`src/sv/dpr_pkg.sv`:
```
// Shared constants for the disparity-to-point reprojection unit.
// No dependencies; imported by dpr_div, the top level and the testbench.
`timescale 1ns / 1ps

package dpr_pkg;

    localparam int DISP_W   = 16;
    localparam int COORD_W  = 32;
    localparam int BASE_W   = 24;
    localparam int FOCAL_W  = 20;
    localparam int CENTER_W = 16;
    localparam int CFG_IDX_W = 3;
    localparam int CFG_DAT_W = 24;
    localparam int Z_Q_W    = 31;
    localparam int FOCAL_FRAC = 8;

    typedef enum logic [CFG_IDX_W-1:0] {
        CFG_BASELINE = 3'd0,
        CFG_FOCAL_X  = 3'd1,
        CFG_FOCAL_Y  = 3'd2,
        CFG_CENTER_X = 3'd3,
        CFG_CENTER_Y = 3'd4
    } t_cfg_idx;

    typedef struct packed {
        logic point_valid;
        logic saturated;
    } t_flags;

endpackage

```
`src/sv/dpr_div.sv`:
```
// Pipelined restoring divider, one quotient bit per stage, with overflow flag.
// Depends on dpr_pkg.
`timescale 1ns / 1ps

module dpr_div
    import dpr_pkg::*;
#(
    parameter int NUM_W  = 51,
    parameter int DEN_W  = 20,
    parameter int Q_W    = 32,
    parameter int SIDE_W = 1
) (
    input  logic              i_clk,
    input  logic              i_rst_n,
    input  logic              i_en,
    input  logic              i_valid,
    input  logic [NUM_W-1:0]  i_num,
    input  logic [DEN_W-1:0]  i_den,
    input  logic [SIDE_W-1:0] i_side,
    output logic              o_valid,
    output logic [Q_W-1:0]    o_quo,
    output logic              o_ovf,
    output logic [SIDE_W-1:0] o_side
);

    localparam int CW = (NUM_W > DEN_W) ? NUM_W : DEN_W;

    logic              r_vld  [Q_W+1];
    logic              r_ovf  [Q_W+1];
    logic [DEN_W-1:0]  r_rem  [Q_W+1];
    logic [Q_W-1:0]    r_low  [Q_W+1];
    logic [Q_W-1:0]    r_quo  [Q_W+1];
    logic [DEN_W-1:0]  r_den  [Q_W+1];
    logic [SIDE_W-1:0] r_side [Q_W+1];

    logic [DEN_W:0]   n_t   [Q_W+1];
    logic             n_ge  [Q_W+1];
    logic [DEN_W-1:0] n_rem [Q_W+1];
    logic             n_ovf0;

    always_comb begin
        n_ovf0 = CW'(i_num >> Q_W) >= CW'(i_den);
        n_t[0]   = '0;
        n_ge[0]  = 1'b0;
        n_rem[0] = '0;
        for (int k = 1; k <= Q_W; k++) begin
            n_t[k]   = {r_rem[k-1], r_low[k-1][Q_W-1]};
            n_ge[k]  = n_t[k] >= {1'b0, r_den[k-1]};
            n_rem[k] = n_ge[k] ? DEN_W'(n_t[k] - {1'b0, r_den[k-1]}) : DEN_W'(n_t[k]);
        end
    end

    always_ff @(posedge i_clk) begin
        if (!i_rst_n) begin
            for (int k = 0; k <= Q_W; k++) begin
                r_vld[k] <= 1'b0;
            end
        end else if (i_en) begin
            r_vld[0] <= i_valid;
            for (int k = 1; k <= Q_W; k++) begin
                r_vld[k] <= r_vld[k-1];
            end
        end
    end

    always_ff @(posedge i_clk) begin
        if (i_en) begin
            r_ovf[0]  <= n_ovf0;
            r_rem[0]  <= n_ovf0 ? '0 : DEN_W'(i_num >> Q_W);
            r_low[0]  <= i_num[Q_W-1:0];
            r_quo[0]  <= '0;
            r_den[0]  <= i_den;
            r_side[0] <= i_side;
            for (int k = 1; k <= Q_W; k++) begin
                r_ovf[k]  <= r_ovf[k-1];
                r_rem[k]  <= n_rem[k];
                r_low[k]  <= {r_low[k-1][Q_W-2:0], 1'b0};
                r_quo[k]  <= {r_quo[k-1][Q_W-2:0], n_ge[k]};
                r_den[k]  <= r_den[k-1];
                r_side[k] <= r_side[k-1];
            end
        end
    end

    assign o_valid = r_vld[Q_W];
    assign o_quo   = r_quo[Q_W];
    assign o_ovf   = r_ovf[Q_W];
    assign o_side  = r_side[Q_W];

endmodule

```
`config.mk`:
```
export PLATFORM = sky130hd
export DESIGN_NAME = dpr_div
export DESIGN_NICKNAME = d
export VERILOG_FILES = /design/src/sv/dpr_pkg.sv /design/src/sv/dpr_div.sv
export SDC_FILE = /design/constraint.sdc
export NUM_CORES = 2
export LEC_CHECK = 0
export BUFFER_PORTS_ARGS = -buffer_cell sky130_fd_sc_hd__clkbuf_2
export CAP_MARGIN = 0
export CORE_MARGIN = 10
export CORE_UTILIZATION = 65
export CTS_CLUSTER_SIZE = 14
export DETAILED_ROUTE_END_ITERATION = 7
export HOLD_SLACK_MARGIN = 0.05
export PLACE_DENSITY = 0.87
export SETUP_SLACK_MARGIN = 0.15
export SLEW_MARGIN = 10
export SYNTH_ARGS = -nofsm -noshare
export SYNTH_HDL_FRONTEND = slang
export SYNTH_SLANG_ARGS = --single-unit
```
`constraint.sdc`:
```
create_clock -name i_clk -period 4.88 [get_ports i_clk]
set_clock_uncertainty 0.05 [all_clocks]
set_input_delay 0.732 -clock i_clk [delete_from_list [all_inputs] [get_ports i_clk]]
set_output_delay 0.732 -clock i_clk [all_outputs]
set_load 0.005 [all_outputs]
```
==> results by group <==
GRT
  – Largest net degree at the start of global routing: 152
  – Vias in the first global route: 66700
  – First-pass GRT wire length: 349000 um
  – GRT overflow: 0
  – GRT Overall Usage: 22.9%
  – Antenna violations before repair: 0

Setup path
  – CP startpoint kind: flip-flop
  – CP Capture Type: flip-flop
  – Flop-to-flop setup slack: 0.56 ns
  – RR Startpoint: r_den[0][186]
  – Worst reg-to-reg path cell count: 13
  – CP max stage cell: edfxtp_1
  – Top delay family on crit path: compound AO/OA/AOI/OAI gates
  – Largest stage delay on the critical path: 0.44 ns
  – CP Max Fanout: 18
  – Required @ worst endpoint: 5.43 ns
  – Crit path DAT: 4.87 ns
  – Most used cell, CP: a31oi_1
  – WP buf/inv: 2
  – RR Endpoint: r_rem[0][219]
  – Crit path cell chain: inv_1 -> ha_1 -> a211o_1 -> a21oi_1 -> nand4b_1 -> a31oi_1 -> nor3_1 -> nor4b_1 -> nor2_1 -> a31oi_1 -> o31a_1 -> buf_4 -> mux2_2
  – WS Path Type: reg2reg

Floorplanning
  – Die H: 435 um
  – Die ar.: 0.189 sq mm
  – Core area: 0.171 sq mm
  – I/O pin cnt: 111
  – Row cnt: 152
  – Initial Util: 65.2%
  – Chip width: 435 um

Detailed routing
  – WL/cell: 19.7 um
  – Pre-antenna DRT Iters: 8
  – Total Routed Length: 217000 um
  – Drt drc: 1
  – Via count: 65900
  – Post-DR vias/cell: 5.96
  – Remaining antenna violation count: 0
  – DRT iter0 DRCs: 6205

Timing
  – Fin. Hold Viols: 0
  – RSZ-0062 raised after global routing: no
  – TNS Setup: 0 ns
  – Min cycle time layout: 4.32 ns
  – Worst slew pin tran: 1.17 ns
  – Period utilization: 88.5%
  – F_max: 0.232 GHz
  – Worst slew margin: 21.6%
  – Slew Viols, Final: 0
  – Final WS setup: 0.563 ns
  – Setup Viol. Count Final: 0

Power
  – Power per cell area: 627 mW/mm^2
  – Total power: 0.0778 W
  – Leak: 48.8 nW
  – VDD IR-drop max: 0.550 mV

Synth
  – Synth warnings: 0
  – Post-synthesis sequential area ratio: 65.4%
  – Synth top area share: 65.4%
  – Cell taking the most area after synthesis: edfxtp_1
  – Ys flop type: edfxtp_1
  – Mapped Cells: 8183
  – Post-synth top cells: edfxtp_1, inv_1, ha_1
  – Synth Net Count: 8949
  – Post-synth EDFFs: 2434
  – Synthesized area per cell: 13.7 sq um
  – Post-synthesis register bit count: 2434
  – Synth top area cells: edfxtp_1, ha_1, inv_1
  – Cell Area, Synth: 0.112 sq mm
  – Most numerous cell in the Yosys netlist: edfxtp_1
  – Ys async rst share: 0%
  – Unique cell type count in the Yosys netlist: 94

Placement
  – DP Area: 0.116 sq mm
  – DP HPWL: 146000 um
  – Dpl ws: 0.676 ns
  – Number of port buffers: 110
  – Placer Congestion: 0.939

Outcome
  – Outcome: finished with violations
  – Failing checks: design-rule violations

CTS
  – Clock sinks: 2434
  – Later-pin clock latency in the skew report: 0.92 ns
  – CTS tree: yes
  – CTS Buffer Depth: 3
  – Clock root cell: clkbuf_16
  – Worst-path clk slew: 0.06 ns
  – CTS H-Tree Depth: 4
  – CTS Buf Count: 236

Job
  – Max cap viols: 0

Final layout
  – Syn-to-layout area delta: 11.1%
  – N_diodes: 0
  – Final layout net count: 9323
  – Layout cell share with drive strength beyond 1: 10.4%
  – Layout fillers: 10500
  – Design Area, Final: 0.124 sq mm

Min path
  – Hold_sp: i_num[36]
  – Hold WC Path Type: in2reg
  – Hold worst-path end: r_rem[0][4]
  – Hold depth: 2
-- cells in the final DEF, fill, tap and decap left out, types with 97 or more instances in the layout --
cell type / count
edfxtp_1: 2434
inv_1: 849
ha_1: 659
o21ai_0: 468
nand2_1: 467
a21oi_1: 449
nor2_1: 432
xnor2_1: 277
mux2_2: 259
clkbuf_16: 236
a21o_1: 191
xor2_1: 188
nor2b_1: 110
clkbuf_2: 109
nand3_1: 100
nor3_1: 97
-- layout make-up --
cell class | instances | area [sq um] | area share (%)
clock inverter | 154 | 1830 | 1.48
sequential | 2434 | 73100 | 58.9
timing repair buffer | 255 | 2050 | 1.65
clock buffer | 277 | 6060 | 4.88
inverter | 854 | 3210 | 2.58
multi-input combinational | 4776 | 35000 | 28.2
tap | 2310 | 2890 | 2.33
-- worst max path at each step --
stage                  startpoint            end  slack [ns]  cells after the start
finish              r_den[0][186]  r_rem[0][219]        0.56                     13
global route        r_den[0][186]  r_rem[0][204]        0.32                     13
CTS                 r_den[0][186]  r_rem[0][219]        0.61                     13
detailed placement  r_den[0][186]  r_rem[0][206]        0.68                     13
global placement    r_den[0][186]  r_rem[0][206]        0.73                     13
floorplan           r_rem[0][260]  r_rem[0][285]        1.54                     11
-- per-stage QoR --
step           cells  hold WS (ns)  util (%)
6_report       11100        0.0952      72.5
5_1_grt        11100        0.0654      72.5
4_1_cts        11100        0.0510      72.5
3_5_place_dp   10600         0.355      67.5
3_3_place_gp   10600         0.350      67.5
2_1_floorplan   8183         0.350         -
-- layer usage --
layer | up-vias | wire [um] | GRT usage (%)
li1 | 31000 | - | -
met1 | 32200 | 86700 | 28.8
met2 | 2200 | 112000 | 40.5
met3 | 548 | 11900 | 3.51
met4 | 0 | 7320 | 7.85
met5 | - | 0 | 0
-- flip-flops by register name (all words and copies together) (netlist names) --
| register | cells |
|---|---|
| r_rem | 639 |
| r_quo | 528 |
| r_den | 640 |
| r_vld | 33 |
| r_side | 33 |
| r_low | 528 |
| r_ovf | 33 |
-- cell families after synthesis --
logic type | after synthesis | share of synthesized area (%)
flip-flops | 2434 | 65.4
AO/OA/AOI/OAI | 1680 | 9.55
AND/OR/NAND/NOR | 1640 | 7.14
buffers and inverters | 973 | 3.34
adder cells (fa/ha/maj) | 690 | 7.93
XOR/XNOR | 465 | 3.64
multiplexers | 301 | 3.00
-- power by group --
group | leakage, nW | switching [W] | internal, W
combinational | 21.1 | 0.0157 | 0.0125
clock | 3.81 | 0.00793 | 0.0105
sequential | 23.8 | 0.00233 | 0.0288
-- timing repair --
action	in CTS	in global routing
endpoints found under the hold margin	65	0
resized for setup	0	0
hold buffers	65	0
buffers inserted	0	0
Power figures use the tool's default switching activity.
